[src/design/tsp_pkg.sv]
// ----------------------------------------------------------------------------
// tsp_pkg: shared types and constants for the tagged slot pool
// Function codes, scan length reset and clone limit constants, slot entry
// layout, result bundle and the controller state encoding.
// ----------------------------------------------------------------------------
`timescale 1ns / 1ps
`default_nettype none

package tsp_pkg;

  // Request function codes
  localparam logic [2:0] FN_FIND    = 3'd0;
  localparam logic [2:0] FN_CLAIM   = 3'd1;
  localparam logic [2:0] FN_LOAD    = 3'd2;
  localparam logic [2:0] FN_FLUSH   = 3'd3;
  localparam logic [2:0] FN_RELEASE = 3'd4;

  // Reset value of the scan length register
  localparam logic [4:0] CFG_SLOTS_RESET = 5'd16;

  // Saturation limit of the clone count
  localparam logic [4:0] CLONE_MAX = 5'd31;

  // One slot as held in the memory
  typedef struct packed {
    logic [15:0] ctx;
    logic [15:0] tag;
    logic [31:0] last_use;
  } entry_t;

  // One result transaction
  typedef struct packed {
    logic        hit;
    logic [3:0]  found_index;
    logic [4:0]  clone_count;
    logic        evicted;
    logic [15:0] evicted_context;
  } result_t;

  // Controller states
  typedef enum logic [2:0] {
    ST_IDLE,
    ST_SCAN,
    ST_PICK,
    ST_LOAD,
    ST_FLUSH,
    ST_DONE
  } state_t;

endpackage

`default_nettype wire

[src/design/tsp_if.sv]
// ----------------------------------------------------------------------------
// tsp_if: channel interfaces of the tagged slot pool
// Request, response and configuration channels, each with valid/ready.
// ----------------------------------------------------------------------------
`timescale 1ns / 1ps
`default_nettype none

interface tsp_req_if;
  logic        valid;
  logic        ready;
  logic [2:0]  func;
  logic [15:0] tag;
  logic [3:0]  slot_index;
  logic [15:0] context_id;
  logic [31:0] now;

  modport source (output valid, func, tag, slot_index, context_id, now, input ready);
  modport sink   (input valid, func, tag, slot_index, context_id, now, output ready);
endinterface

interface tsp_rsp_if;
  logic        valid;
  logic        ready;
  logic        hit;
  logic [3:0]  found_index;
  logic [4:0]  clone_count;
  logic        evicted;
  logic [15:0] evicted_context;

  modport source (output valid, hit, found_index, clone_count, evicted, evicted_context,
                  input ready);
  modport sink   (input valid, hit, found_index, clone_count, evicted, evicted_context,
                  output ready);
endinterface

interface tsp_cfg_if;
  logic       valid;
  logic       ready;
  logic [4:0] data;

  modport source (output valid, data, input ready);
  modport sink   (input valid, data, output ready);
endinterface

`default_nettype wire

[src/design/tsp_slot_mem.sv]
// ----------------------------------------------------------------------------
// tsp_slot_mem: slot table storage
// Single write / single read synchronous memory with a registered read.
// Per-entry valid flags make unwritten or flushed slots read as all zero.
// ----------------------------------------------------------------------------
`timescale 1ns / 1ps
`default_nettype none

module tsp_slot_mem #(
  parameter int SLOTS = 16,
  parameter int IW    = 4
) (
  input  wire logic              clk,
  input  wire logic              rst,
  input  wire logic [IW-1:0]     rd_addr,
  input  wire logic              we,
  input  wire logic              clr,
  input  wire logic [IW-1:0]     wr_addr,
  input  wire tsp_pkg::entry_t   wr_data,
  output tsp_pkg::entry_t        rd_entry,
  output logic [IW-1:0]          rd_idx
);

  tsp_pkg::entry_t mem [SLOTS];
  tsp_pkg::entry_t rd_q;
  logic [SLOTS-1:0] valid;
  logic             rd_vld;

  // Data array: write and registered read
  always_ff @(posedge clk) begin
    if (we) begin
      mem[wr_addr] <= wr_data;
    end
    rd_q   <= mem[rd_addr];
    rd_idx <= rd_addr;
  end

  // Entry valid flags, cleared at reset
  always_ff @(posedge clk) begin
    if (rst) begin
      valid  <= '0;
      rd_vld <= 1'b0;
    end else begin
      if (we) begin
        valid[wr_addr] <= 1'b1;
      end else if (clr) begin
        valid[wr_addr] <= 1'b0;
      end
      rd_vld <= (32'(rd_addr) < 32'(SLOTS)) && valid[rd_addr];
    end
  end

  // Empty slots read as zero
  assign rd_entry = rd_vld ? rd_q : '0;

endmodule

`default_nettype wire

[src/design/tsp_seq.sv]
// ----------------------------------------------------------------------------
// tsp_seq: request sequencer of the tagged slot pool
// Accepts requests, scans the slot memory one slot per cycle, tracks the
// busy marks, and writes back finds, claim evictions, loads and flushes.
// ----------------------------------------------------------------------------
`timescale 1ns / 1ps
`default_nettype none

module tsp_seq #(
  parameter int SLOTS = 16,
  parameter int IW    = 4
) (
  input  wire logic            clk,
  input  wire logic            rst,
  tsp_req_if.sink              req,
  input  wire logic [4:0]      slots_in_use,
  input  wire tsp_pkg::entry_t rd_entry,
  input  wire logic [IW-1:0]   rd_idx,
  output logic [IW-1:0]        rd_addr,
  output logic                 we,
  output logic                 clr,
  output logic [IW-1:0]        wr_addr,
  output tsp_pkg::entry_t      wr_data,
  output logic                 res_valid,
  output tsp_pkg::result_t     res,
  input  wire logic            res_take
);

  localparam int CW = $clog2(SLOTS + 1);

  tsp_pkg::state_t state, state_next;

  logic [2:0]       op;
  logic [15:0]      rq_tag;
  logic [IW-1:0]    rq_idx;
  logic [15:0]      rq_ctx;
  logic [31:0]      rq_now;
  logic             rq_inr;
  logic [IW-1:0]    last_idx;
  logic [IW-1:0]    iss;
  logic [4:0]       clones;
  logic             have;
  logic             empty;
  logic [IW-1:0]    pick;
  logic [15:0]      pick_ctx;
  logic [31:0]      best;
  logic [SLOTS-1:0] busy;

  logic          accept;
  logic          is_scan;
  logic          in_range;
  logic [CW-1:0] scan_n;
  logic          cur_busy;
  logic          find_match;
  logic          find_take;
  logic          claim_empty;
  logic          claim_better;
  logic          scan_end;
  logic          evict;

  // Request decode
  assign accept   = req.valid && req.ready;
  assign is_scan  = (req.func == tsp_pkg::FN_FIND) || (req.func == tsp_pkg::FN_CLAIM);
  assign in_range = 32'(req.slot_index) < 32'(SLOTS);
  assign scan_n   = (32'(slots_in_use) > 32'(SLOTS)) ? CW'(SLOTS) : CW'(slots_in_use);

  // Per-slot scan evaluation
  assign cur_busy     = busy[rd_idx];
  assign find_match   = (rd_entry.ctx != 16'd0) && (rd_entry.tag == rq_tag);
  assign find_take    = find_match && !cur_busy;
  assign claim_empty  = !cur_busy && (rd_entry.ctx == 16'd0);
  assign claim_better = !cur_busy && (rd_entry.ctx != 16'd0) &&
                        (!have || (rd_entry.last_use < best));
  assign scan_end     = ((op == tsp_pkg::FN_FIND) ? find_take : claim_empty) ||
                        (rd_idx == last_idx);
  assign evict        = (op == tsp_pkg::FN_CLAIM) && have && !empty;

  // State register
  always_ff @(posedge clk) begin
    if (rst) begin
      state <= tsp_pkg::ST_IDLE;
    end else begin
      state <= state_next;
    end
  end

  // Next state
  always_comb begin
    state_next = state;
    unique case (state)
      tsp_pkg::ST_IDLE: begin
        if (accept) begin
          if (is_scan) begin
            state_next = (scan_n == '0) ? tsp_pkg::ST_DONE : tsp_pkg::ST_SCAN;
          end else if (req.func == tsp_pkg::FN_LOAD) begin
            state_next = tsp_pkg::ST_LOAD;
          end else if (req.func == tsp_pkg::FN_FLUSH) begin
            state_next = tsp_pkg::ST_FLUSH;
          end else begin
            state_next = tsp_pkg::ST_DONE;
          end
        end
      end
      tsp_pkg::ST_SCAN: begin
        if (scan_end) begin
          state_next = tsp_pkg::ST_PICK;
        end
      end
      tsp_pkg::ST_PICK:  state_next = tsp_pkg::ST_DONE;
      tsp_pkg::ST_LOAD:  state_next = tsp_pkg::ST_DONE;
      tsp_pkg::ST_FLUSH: state_next = tsp_pkg::ST_DONE;
      tsp_pkg::ST_DONE: begin
        if (res_take) begin
          state_next = tsp_pkg::ST_IDLE;
        end
      end
      default: state_next = tsp_pkg::ST_IDLE;
    endcase
  end

  // Outputs: handshake and memory access
  always_comb begin
    req.ready = 1'b0;
    res_valid = 1'b0;
    rd_addr   = iss;
    we        = 1'b0;
    clr       = 1'b0;
    wr_addr   = rq_idx;
    wr_data   = '{ctx: rq_ctx, tag: rq_tag, last_use: rq_now};
    unique case (state)
      tsp_pkg::ST_IDLE: begin
        req.ready = 1'b1;
        rd_addr   = is_scan ? '0 : IW'(req.slot_index);
      end
      tsp_pkg::ST_PICK: begin
        wr_addr = pick;
        wr_data = '{ctx: pick_ctx, tag: rq_tag, last_use: rq_now};
        we      = (op == tsp_pkg::FN_FIND) && have;
        clr     = evict;
      end
      tsp_pkg::ST_LOAD: begin
        we = rq_inr;
        if (rq_tag == 16'd0) begin
          wr_data.tag = rd_entry.tag;
        end
      end
      tsp_pkg::ST_FLUSH: begin
        clr = rq_inr;
      end
      tsp_pkg::ST_DONE: begin
        res_valid = 1'b1;
      end
      default: begin
      end
    endcase
  end

  // Busy marks
  always_ff @(posedge clk) begin
    if (rst) begin
      busy <= '0;
    end else if (accept && (req.func == tsp_pkg::FN_RELEASE) && in_range) begin
      busy[IW'(req.slot_index)] <= 1'b0;
    end else if ((state == tsp_pkg::ST_PICK) && have) begin
      busy[pick] <= 1'b1;
    end
  end

  // Request capture, scan tracking and result
  always_ff @(posedge clk) begin
    unique case (state)
      tsp_pkg::ST_IDLE: begin
        if (accept) begin
          op       <= req.func;
          rq_tag   <= req.tag;
          rq_idx   <= IW'(req.slot_index);
          rq_ctx   <= req.context_id;
          rq_now   <= req.now;
          rq_inr   <= in_range;
          last_idx <= IW'(scan_n - CW'(1));
          iss      <= IW'(1);
          clones   <= '0;
          have     <= 1'b0;
          empty    <= 1'b0;
          pick     <= '0;
          pick_ctx <= '0;
          best     <= '0;
          res      <= '0;
        end
      end
      tsp_pkg::ST_SCAN: begin
        iss <= iss + IW'(1);
        if (op == tsp_pkg::FN_FIND) begin
          if (find_match && (clones != tsp_pkg::CLONE_MAX)) begin
            clones <= clones + 5'd1;
          end
          if (find_take) begin
            have     <= 1'b1;
            pick     <= rd_idx;
            pick_ctx <= rd_entry.ctx;
          end
        end else if (claim_empty) begin
          have  <= 1'b1;
          empty <= 1'b1;
          pick  <= rd_idx;
        end else if (claim_better) begin
          have     <= 1'b1;
          best     <= rd_entry.last_use;
          pick     <= rd_idx;
          pick_ctx <= rd_entry.ctx;
        end
      end
      tsp_pkg::ST_PICK: begin
        res.hit             <= have;
        res.found_index     <= have ? 4'(pick) : 4'd0;
        res.clone_count     <= (op == tsp_pkg::FN_FIND) ? clones : 5'd0;
        res.evicted         <= evict;
        res.evicted_context <= evict ? pick_ctx : 16'd0;
      end
      tsp_pkg::ST_FLUSH: begin
        if (rq_inr && (rd_entry.ctx != 16'd0)) begin
          res.evicted         <= 1'b1;
          res.evicted_context <= rd_entry.ctx;
        end
      end
      default: begin
      end
    endcase
  end

endmodule

`default_nettype wire

[src/design/tagged_slot_pool_lru.sv]
// ----------------------------------------------------------------------------
// tagged_slot_pool_lru: execution context slot pool with LRU replacement
// Top level: scan length register, result output register, sequencer and
// slot memory.
//
//   channel  dir  transaction carries
//   -------  ---  -------------------------------------------------------
//   req      in   func, tag, slot_index, context_id, now
//   rsp      out  hit, found_index, clone_count, evicted, evicted_context
//   cfg      in   data: slots_in_use (5 bits)
//
// find / claim: the scan covers n slots, n being the scan length capped at
// SLOTS (fewer on an early hit); the memory read port delivers one slot per
// cycle. load and flush pass through a write state, others go straight to the result.
// Reset is synchronous; slot entries are emptied at once by valid flags.
// The result waits in the output register while the next request is taken;
// a new result stalls only while that register is full and rsp.ready is low.
// ----------------------------------------------------------------------------
`timescale 1ns / 1ps
`default_nettype none

module tagged_slot_pool_lru #(
  parameter int SLOTS = 16
) (
  input  wire logic clk,
  input  wire logic rst,
  tsp_req_if.sink   req,
  tsp_rsp_if.source rsp,
  tsp_cfg_if.sink   cfg
);

  localparam int IW = $clog2(SLOTS);

  logic [4:0]       slots_in_use;
  logic [IW-1:0]    rd_addr;
  logic [IW-1:0]    rd_idx;
  logic [IW-1:0]    wr_addr;
  logic             we;
  logic             clr;
  tsp_pkg::entry_t  wr_data;
  tsp_pkg::entry_t  rd_entry;
  logic             res_valid;
  logic             res_take;
  tsp_pkg::result_t res;
  tsp_pkg::result_t out_q;
  logic             out_valid;

  // Scan length register
  assign cfg.ready = 1'b1;

  always_ff @(posedge clk) begin
    if (rst) begin
      slots_in_use <= tsp_pkg::CFG_SLOTS_RESET;
    end else if (cfg.valid && cfg.ready) begin
      slots_in_use <= cfg.data;
    end
  end

  // Output register
  assign res_take = res_valid && (!out_valid || rsp.ready);

  always_ff @(posedge clk) begin
    if (rst) begin
      out_valid <= 1'b0;
    end else if (res_take) begin
      out_valid <= 1'b1;
    end else if (rsp.ready) begin
      out_valid <= 1'b0;
    end
  end

  always_ff @(posedge clk) begin
    if (res_take) begin
      out_q <= res;
    end
  end

  assign rsp.valid           = out_valid;
  assign rsp.hit             = out_q.hit;
  assign rsp.found_index     = out_q.found_index;
  assign rsp.clone_count     = out_q.clone_count;
  assign rsp.evicted         = out_q.evicted;
  assign rsp.evicted_context = out_q.evicted_context;

  // Sequencer
  tsp_seq #(
    .SLOTS (SLOTS),
    .IW    (IW)
  ) u_seq (
    .clk          (clk),
    .rst          (rst),
    .req          (req),
    .slots_in_use (slots_in_use),
    .rd_entry     (rd_entry),
    .rd_idx       (rd_idx),
    .rd_addr      (rd_addr),
    .we           (we),
    .clr          (clr),
    .wr_addr      (wr_addr),
    .wr_data      (wr_data),
    .res_valid    (res_valid),
    .res          (res),
    .res_take     (res_take)
  );

  // Slot memory
  tsp_slot_mem #(
    .SLOTS (SLOTS),
    .IW    (IW)
  ) u_mem (
    .clk      (clk),
    .rst      (rst),
    .rd_addr  (rd_addr),
    .we       (we),
    .clr      (clr),
    .wr_addr  (wr_addr),
    .wr_data  (wr_data),
    .rd_entry (rd_entry),
    .rd_idx   (rd_idx)
  );

endmodule

`default_nettype wire

[src/flat_wrapper.sv]
// flat-port wrapper written by rule: the top's interface ports become plain ports
module tagged_slot_pool_lru_flat 
#(
  parameter int SLOTS = 16
)
  (clk, rst, req_valid, req_func, req_tag, req_slot_index, req_context_id, req_now, req_ready, rsp_valid, rsp_hit, rsp_found_index, rsp_clone_count, rsp_evicted, rsp_evicted_context, rsp_ready, cfg_valid, cfg_data, cfg_ready);
  tsp_req_if req_i ();
  tsp_rsp_if rsp_i ();
  tsp_cfg_if cfg_i ();
  input  wire logic clk;
  input  wire logic rst;
  input wire logic [$bits(req_i.valid)-1:0] req_valid;
  input wire logic [$bits(req_i.func)-1:0] req_func;
  input wire logic [$bits(req_i.tag)-1:0] req_tag;
  input wire logic [$bits(req_i.slot_index)-1:0] req_slot_index;
  input wire logic [$bits(req_i.context_id)-1:0] req_context_id;
  input wire logic [$bits(req_i.now)-1:0] req_now;
  output wire logic [$bits(req_i.ready)-1:0] req_ready;
  output wire logic [$bits(rsp_i.valid)-1:0] rsp_valid;
  output wire logic [$bits(rsp_i.hit)-1:0] rsp_hit;
  output wire logic [$bits(rsp_i.found_index)-1:0] rsp_found_index;
  output wire logic [$bits(rsp_i.clone_count)-1:0] rsp_clone_count;
  output wire logic [$bits(rsp_i.evicted)-1:0] rsp_evicted;
  output wire logic [$bits(rsp_i.evicted_context)-1:0] rsp_evicted_context;
  input wire logic [$bits(rsp_i.ready)-1:0] rsp_ready;
  input wire logic [$bits(cfg_i.valid)-1:0] cfg_valid;
  input wire logic [$bits(cfg_i.data)-1:0] cfg_data;
  output wire logic [$bits(cfg_i.ready)-1:0] cfg_ready;
  assign req_i.valid = req_valid;
  assign req_i.func = req_func;
  assign req_i.tag = req_tag;
  assign req_i.slot_index = req_slot_index;
  assign req_i.context_id = req_context_id;
  assign req_i.now = req_now;
  assign req_ready = req_i.ready;
  assign rsp_valid = rsp_i.valid;
  assign rsp_hit = rsp_i.hit;
  assign rsp_found_index = rsp_i.found_index;
  assign rsp_clone_count = rsp_i.clone_count;
  assign rsp_evicted = rsp_i.evicted;
  assign rsp_evicted_context = rsp_i.evicted_context;
  assign rsp_i.ready = rsp_ready;
  assign cfg_i.valid = cfg_valid;
  assign cfg_i.data = cfg_data;
  assign cfg_ready = cfg_i.ready;
  tagged_slot_pool_lru #(.SLOTS(SLOTS)) u_core (.clk(clk), .rst(rst), .req(req_i), .rsp(rsp_i), .cfg(cfg_i));
endmodule
[config.mk]
export PLATFORM = sky130hd
export DESIGN_NAME = tagged_slot_pool_lru_flat
export DESIGN_NICKNAME = d
export VERILOG_FILES = /design/src/design/tsp_pkg.sv /design/src/design/tsp_if.sv /design/src/design/tsp_slot_mem.sv /design/src/design/tsp_seq.sv /design/src/design/tagged_slot_pool_lru.sv /design/src/flat_wrapper.sv
export SDC_FILE = /design/constraint.sdc
export NUM_CORES = 2
export LEC_CHECK = 0
export BUFFER_PORTS_ARGS = -buffer_cell sky130_fd_sc_hd__buf_4
export CAP_MARGIN = 10
export CELL_PAD_IN_SITES_DETAIL_PLACEMENT = 0
export CELL_PAD_IN_SITES_GLOBAL_PLACEMENT = 1
export CORE_MARGIN = 10
export CORE_UTILIZATION = 49
export DETAILED_ROUTE_END_ITERATION = 8
export GPL_TIMING_DRIVEN = 0
export PLACE_DENSITY_LB_ADDON = 0.1
export SLEW_MARGIN = 40
export SYNTH_ARGS = -nofsm -noshare
export SYNTH_HDL_FRONTEND = slang
export SYNTH_SLANG_ARGS = --single-unit
[constraint.sdc]
create_clock -name clk -period 6.7 [get_ports clk]
set_input_delay 1.34 -clock clk [delete_from_list [all_inputs] [get_ports clk]]
set_output_delay 1.34 -clock clk [all_outputs]
set_load 0.03 [all_outputs]
After elaboration in Yosys (flattened, before gate mapping)
Memory sizes are Yosys's and may differ from the RTL's. A register that Yosys moved wholly into a read port is not among the register bits.
Index checks and enable logic that the tools add are counted.
{"block": "word_totals", "input_bits": 81, "wordCells": 203, "out_inout_bits": 30, "reg_bits": 238, "ramBits": 1024, "n_memories": 1}
{"block": "op_classes", "mux": 78, "n_addsub": 3, "n_lt_le_gt_ge": 10, "bitwise_logic": 6, "reduce_logical": 48, "n_eq_ne": 27}
{"name": "u_core.u_mem.mem", "depth": 16, "word_bits": 64, "rd": 1, "rd_clocked_by_memory_dff": 1, "wr": 1, "line_no": "tsp_slot_mem.sv:24", "rtl": "tsp_pkg::entry_t mem [SLOTS];"}
{"op": "2-to-1 mux 16 bit", "count": 13}
{"op": "2-to-1 mux 32 bit", "count": 4}
{"op": "2-to-1 mux 64 bit", "count": 1}
{"op": "one-hot mux 32 bit (2 select lines)", "count": 1}
{"op": "one-hot mux 17 bit (3 select lines)", "count": 1}
{"op": "2-to-1 mux 4 bit", "count": 10}
{"op": "AND 16 bit", "count": 2}
{"op": "zero test 16 bit", "count": 2}
{"op": "< comparator 32 bit", "count": 1}
{"op": "inverter 16 bit", "count": 2}
{"op": "bitwise OR 16 bit", "count": 2}
{"op": "one-hot mux 16 bit (2 select lines)", "count": 1}
{"op": "2-to-1 mux 27 bit", "count": 1}
{"op": "< comparator 4 x 5 -> 1 bit (second input constant)", "count": 5}
{"op": "2-to-1 mux 5 bit", "count": 5}
{"op": "2-to-1 mux 1 bit", "count": 20}
{"op": "one-hot mux 10 bit (2 select lines)", "count": 1}
{"op": "2-to-1 mux 3 bit", "count": 6}
{"op": "inequality test 2 bit (second input constant)", "count": 9}
{"op": "2-to-1 mux 17 bit", "count": 1}
{"op": "equality test 16 bit", "count": 1}
{"op": "logical AND 1 bit", "count": 16}
{"op": "one-hot mux 4 bit (2 select lines)", "count": 2}
{"op": "nonzero test 16 bit", "count": 1}
{"op": "other kinds (29)", "count": 64}

Logic depth before layout (Yosys ltp)
{"block": "depth", "depth_word": 10, "mapped_depth": 12, "ltp_nobuf": 9}

Cells and area by module
From an unflattened synthesis, not the netlist that was laid out.
{"block": "unflattened", "hier_cells": 2440, "area_unflattened_um2": 50320.8}
{"module": "tsp_slot_mem", "area_each_um2": 40840.4, "seq_area_each_um2": 32451.1, "instances": 1, "cells_per_inst": 1751}
{"module": "tsp_seq", "area_each_um2": 8433.1, "seq_area_each_um2": 5335.1, "instances": 1, "cells_per_inst": 639}
{"module": "tagged_slot_pool_lru", "area_each_um2": 1047.3, "seq_area_each_um2": 930.9, "instances": 1, "cells_per_inst": 50}

Worst setup path after synthesis
Ideal clock, no wire load.
{"block": "synth_path", "kind": "register to register", "from": "reg u_core.u_mem.rd_vld", "to": "reg u_core.u_seq.best[0] (enable)", "synth_period_minus_slack_ns": 5.243, "slack_ns": 1.457, "t_required_ns": 6.230, "arrival_ns": 4.773, "path_stages_with_launch": 13, "setup_ns": 0.470, "path_buffers": 3, "path_cell_list": "dfxtp_1 clkbuf_1 clkbuf_1 clkbuf_1 and2_1 ha_1 and3_1 a22o_1 o21ai_0 nand3_1 o21ai_0 o2111ai_1 a21boi_0"}
{"element": "start, declared", "line_no": "tsp_slot_mem.sv:27", "rtl": "logic rd_vld;"}
{"element": "start signal, assigned", "line_no": "tsp_slot_mem.sv:49", "rtl": "rd_vld <= (32'(rd_addr) < 32'(SLOTS)) && valid[rd_addr];"}
{"element": "end signal, assigned", "line_no": "tsp_seq.sv:208", "rtl": "best <= rd_entry.last_use;"}
{"element": "end, declared", "line_no": "tsp_seq.sv:46", "rtl": "logic [31:0] best;"}

==> impl_results.md <==
- Run status: completed
- Sequential power share: 0.436
- Standard-cell rows: 118
- Global Route Usage Sum: 0.218
- Power density normalized to cell area: 405 nW/µm²
- Final clock skew: 0.0232 ns
- Worst path setup slack after routing: 1.37 ns
- Cell taking the most area after synthesis: sky130_fd_sc_hd__edfxtp_1
- Hpwl dp: 77.5 mm
- Clock root buffer master: sky130_fd_sc_hd__clkbuf_16
- Launch point of the worst path: u_core.u_mem.rd_vld$_SDFF_PP0_
- Kind of path behind the tightest hold check: reg2reg
- Highest net fanout along the worst path: 12
- Initial Util: 0.494
- Synthesized netlist cell count: 2766
- Number of flops mapped to enable cells by yosys: 1216
- Number of resized instances in the post-cts repair step: 0
- Hold buffer count at cts: 0
- Placed Cells incl. Taps: 4277
- Layout Area Growth over Synthesis: 15.0%
- Sink count of the clock tree: 1326
- Syn. warnings: 0
- Number of levels the H-tree was split into: 4
- Leading cell types in the layout, fill and taps excluded: sky130_fd_sc_hd__edfxtp_1 (1216), sky130_fd_sc_hd__nand2_1 (355), sky130_fd_sc_hd__mux4_2 (264)
- Switching fraction of total power: 0.300
- Skew-Pair Late Insertion Delay: 0.74 ns
- Mean instance size in the synthesized netlist: 18.5 µm²
- Fill cells: 7954
- Commonest non-fill, non-tap cell in the layout: sky130_fd_sc_hd__edfxtp_1
- Pre-antenna DRT Iters: 6
- Total internal power: 16700 µW
- Residual overflow from global routing: 0
- Clock slew seen by the registers of the worst setup and hold paths: 0.06 ns
- Number of top-level pins: 111
- Vias per cell: 5.90
- Final-report hold violation count: 0
- Arrival @ worst endpoint: 5.76 ns
- Cell Chain, Critical Path: clkbuf_1 > clkbuf_1 > clkbuf_1 > and2_1 > ha_1 > and3_1 > a22o_1 > o21ai_0 > nand3_1 > o21ai_0 > o2111ai_1 > a21boi_4 > buf_8
- Die Y-Extent: 343 µm
- Final Wtd Congestion: 0.810
- Start point of the worst hold path: u_core.u_seq.res[17]$_SDFFCE_PN0P_
- Total nets after synthesis: 2883
- Number of buffers created by CTS: 140
- Max-slew violation total from the final report: 0
- Final critical delay including setup and external delays: 5.33 ns
- Final non-filler cell total: 4534
- Maximum clock frequency: 0.188 GHz
- Place WS: 1.44 ns
- Crit path capture type: register
- Netlist area before placement: 51200 µm²
- TritonCTS clock tree: yes
- Placed Area: 54500 µm²
- Wire length of the first global-routing pass: 186 mm
- Aggregate routed wire length: 128 mm
- Core area: 104000 µm²
- Worst max-slew margin expressed relative to the limit: 0.438
- Pin slew with the least headroom to its limit: 0.843 ns
- Post-DRT Antenna Nets: 0
- Nets@finish: 3156
- Final setup violation count: 0
- Unique cell type count in the Yosys netlist: 60
- Average routed wire per standard cell: 28.3 µm
- Share of the clock period used by the worst path after layout: 0.795
- Worst ir drop on vdd: 185 µV
- Number of global-route vias before repair: 27600
- Launch instance of the worst register-to-register path: u_core.u_mem.rd_vld$_SDFF_PP0_
- Startpoint kind of the worst setup timing path: register
- Post-layout instance area: 58900 µm²
- Setup repair after global routing missed its margin: no
- Share of power burned in the clock network: 0.311
- WP data required: 7.13 ns
- CP max stage delay: 0.63 ns
- Total leakage power: 0.0199 µW
- Leading register cell type out of synthesis: sky130_fd_sc_hd__edfxtp_1
- Pin count of the biggest net entering global routing: 49
- Die width: 343 µm
- Final hold slack: 0.417 ns
- Sequential cell area fraction in the yosys report: 0.756
- Library cell appearing most often on the critical path: sky130_fd_sc_hd__clkbuf_1
- Fraction of layout cells with a size suffix above 1: 0.219
- NetSw: 7150 µW
- First DRT Iteration DRCs: 2762
- Slowest CP cell: sky130_fd_sc_hd__dfxtp_1
- DRC errors left: 0
- Largest buffer count on any clock path: 3
- Synth top area cells: sky130_fd_sc_hd__edfxtp_1 (71%), sky130_fd_sc_hd__mux4_2 (12%), sky130_fd_sc_hd__dfxtp_1 (4.3%), sky130_fd_sc_hd__nand2_1 (2.6%), sky130_fd_sc_hd__and3_1 (1.6%)
- Worst Setup Path Type: reg2reg
- Post-CTS setup repair buffer count: 0
- Number of vias in the routed layout: 26700
- Gate power share: 0.253
- Antenna violations before repair: 3
- Post-synthesis async set-or-reset flop share: 0
- Final Power: 23800 µW
- Maximum capacitance violations: 0
- Proportion of netlist area held by the largest area contributor: 0.713
- Die ar.: 118000 µm²
- Number of synthesized register bits: 1326
- PortBufs: 107
-- cell usage after synthesis (2+ instances only) --
cell type and count:
sky130_fd_sc_hd__a211o_1 2, sky130_fd_sc_hd__a211oi_1 10, sky130_fd_sc_hd__a21boi_0 2, sky130_fd_sc_hd__a21o_1 20, sky130_fd_sc_hd__a21oi_1 47, sky130_fd_sc_hd__a311oi_1 2
sky130_fd_sc_hd__a31oi_1 74, sky130_fd_sc_hd__a32o_1 16, sky130_fd_sc_hd__a41oi_1 2, sky130_fd_sc_hd__and2_1 32, sky130_fd_sc_hd__and3_1 133, sky130_fd_sc_hd__buf_1 3
sky130_fd_sc_hd__buf_12 8, sky130_fd_sc_hd__buf_2 29, sky130_fd_sc_hd__buf_4 9, sky130_fd_sc_hd__buf_6 16, sky130_fd_sc_hd__clkbuf_1 81, sky130_fd_sc_hd__dfxtp_1 110
sky130_fd_sc_hd__edfxtp_1 1216, sky130_fd_sc_hd__ha_1 36, sky130_fd_sc_hd__inv_1 56, sky130_fd_sc_hd__mux2_2 2, sky130_fd_sc_hd__mux2i_1 6, sky130_fd_sc_hd__mux4_2 264
sky130_fd_sc_hd__nand2_1 355, sky130_fd_sc_hd__nand2_2 2, sky130_fd_sc_hd__nand2b_1 17, sky130_fd_sc_hd__nand3_1 20, sky130_fd_sc_hd__nand3b_1 4, sky130_fd_sc_hd__nand4_1 9
sky130_fd_sc_hd__nand4b_1 5, sky130_fd_sc_hd__nor2_1 49, sky130_fd_sc_hd__nor2b_1 9, sky130_fd_sc_hd__nor3_1 17, sky130_fd_sc_hd__nor3b_1 3, sky130_fd_sc_hd__nor4_1 8
sky130_fd_sc_hd__nor4bb_1 3, sky130_fd_sc_hd__o21a_1 3, sky130_fd_sc_hd__o21ai_0 40, sky130_fd_sc_hd__o22ai_1 4, sky130_fd_sc_hd__o31a_1 2, sky130_fd_sc_hd__o31ai_1 4
sky130_fd_sc_hd__xnor2_1 11, sky130_fd_sc_hd__xor2_1 9
-- power by group through the flow --
stage               Clock (µW)  Combinational [µW]  Sequential (µW)
finish                    7410                6040            10400
global route              7880                6510            10500
CTS                       7550                6120            10400
detailed placement           0                6090            10600
global placement             0                5930            10600
floorplan                    0                4000            10400
-- registers in the layout, summed over array words and instances (netlist names), 3 cells and up, named ones only --
| name | cells |
|---|---|
| u_core.u_mem.mem | 1024 |
| u_core.u_mem.rd_q | 64 |
| u_core.u_seq.best | 32 |
| u_core.u_seq.rq_now | 32 |
| u_core.u_seq.res | 27 |
| u_core.rsp.evicted_context | 16 |
| u_core.u_seq.busy | 16 |
| u_core.u_seq.pick_ctx | 16 |
| u_core.u_seq.rq_ctx | 16 |
| u_core.u_seq.rq_tag | 16 |
| u_core.rsp.clone_count | 5 |
| u_core.slots_in_use | 5 |
| u_core.u_seq.clones | 5 |
| u_core.rsp.found_index | 4 |
| u_core.u_mem.rd_idx | 4 |
| u_core.u_seq.iss | 4 |
| u_core.u_seq.last_idx | 4 |
| u_core.u_seq.pick | 4 |
| u_core.u_seq.rq_idx | 4 |
| u_core.u_seq.op | 3 |
| u_core.u_seq.state | 3 |
-- kinds of logic (layout without fill, tap and decap cells) --
group	count (synthesis)	count (layout)	share of synthesized area
other	1	2	0.0000733
multiplexers	272	272	0.118
XOR/XNOR	20	20	0.00342
buffers and inverters	204	591	0.0213
flip-flops	1326	1326	0.756
adder cells (fa/ha/maj)	36	36	0.00880
AND/OR/NAND/NOR	673	673	0.0629
AO/OA/AOI/OAI	234	234	0.0294
-- critical path: cells and delay by family, from the launching register on --
kind / cells / cell delay [ns]
flops: 1 / 0.63
compound gates: 5 / 1.77
fa+ha+maj: 1 / 0.24
simple gates: 3 / 0.55
buf+inv: 4 / 1.81
-- worst paths after layout --
kind,endpoint,slack (ns),cells past startpoint
worst max-delay path,u_core.u_seq.best[21]$_SDFFCE_PN0P_,1.37,13
worst min-delay path,u_core.rsp.clone_count[0]$_DFFE_PP_,0.42,0
worst max register to register,u_core.u_seq.best[21]$_SDFFCE_PN0P_,1.37,13
worst min register to register,u_core.rsp.clone_count[0]$_DFFE_PP_,0.42,0
-- metrics by stage --
step	util	TNS [ns]
2_1_floorplan	-	0
3_3_place_gp	0.518	-55.68
3_5_place_dp	0.526	0
4_1_cts	0.568	0
5_1_grt	0.568	0
6_report	0.568	0
-- cell type report --
type | instances | area (µm²) | area share
multi-input combinational | 1236 | 11500 | 0.195
clock buffer | 193 | 3870 | 0.0657
timing repair buffer | 131 | 1360 | 0.0231
antenna | 1 | 2.50 | 0.0000425
sequential | 1326 | 38700 | 0.658
inverter | 58 | 350 | 0.00595
clock inverter | 63 | 508 | 0.00863
buffer | 146 | 875 | 0.0149
tap | 1380 | 1730 | 0.0293
-- metal layers --
metal	GRT usage	up-vias	wire length, µm
li1	-	11500	-
met4	0.0586	0	2490
met5	0	-	0
met3	0.0344	183	7740
met1	0.307	14100	55400
met2	0.354	970	62500
Note: power is estimated with default switching activity, not from simulation.
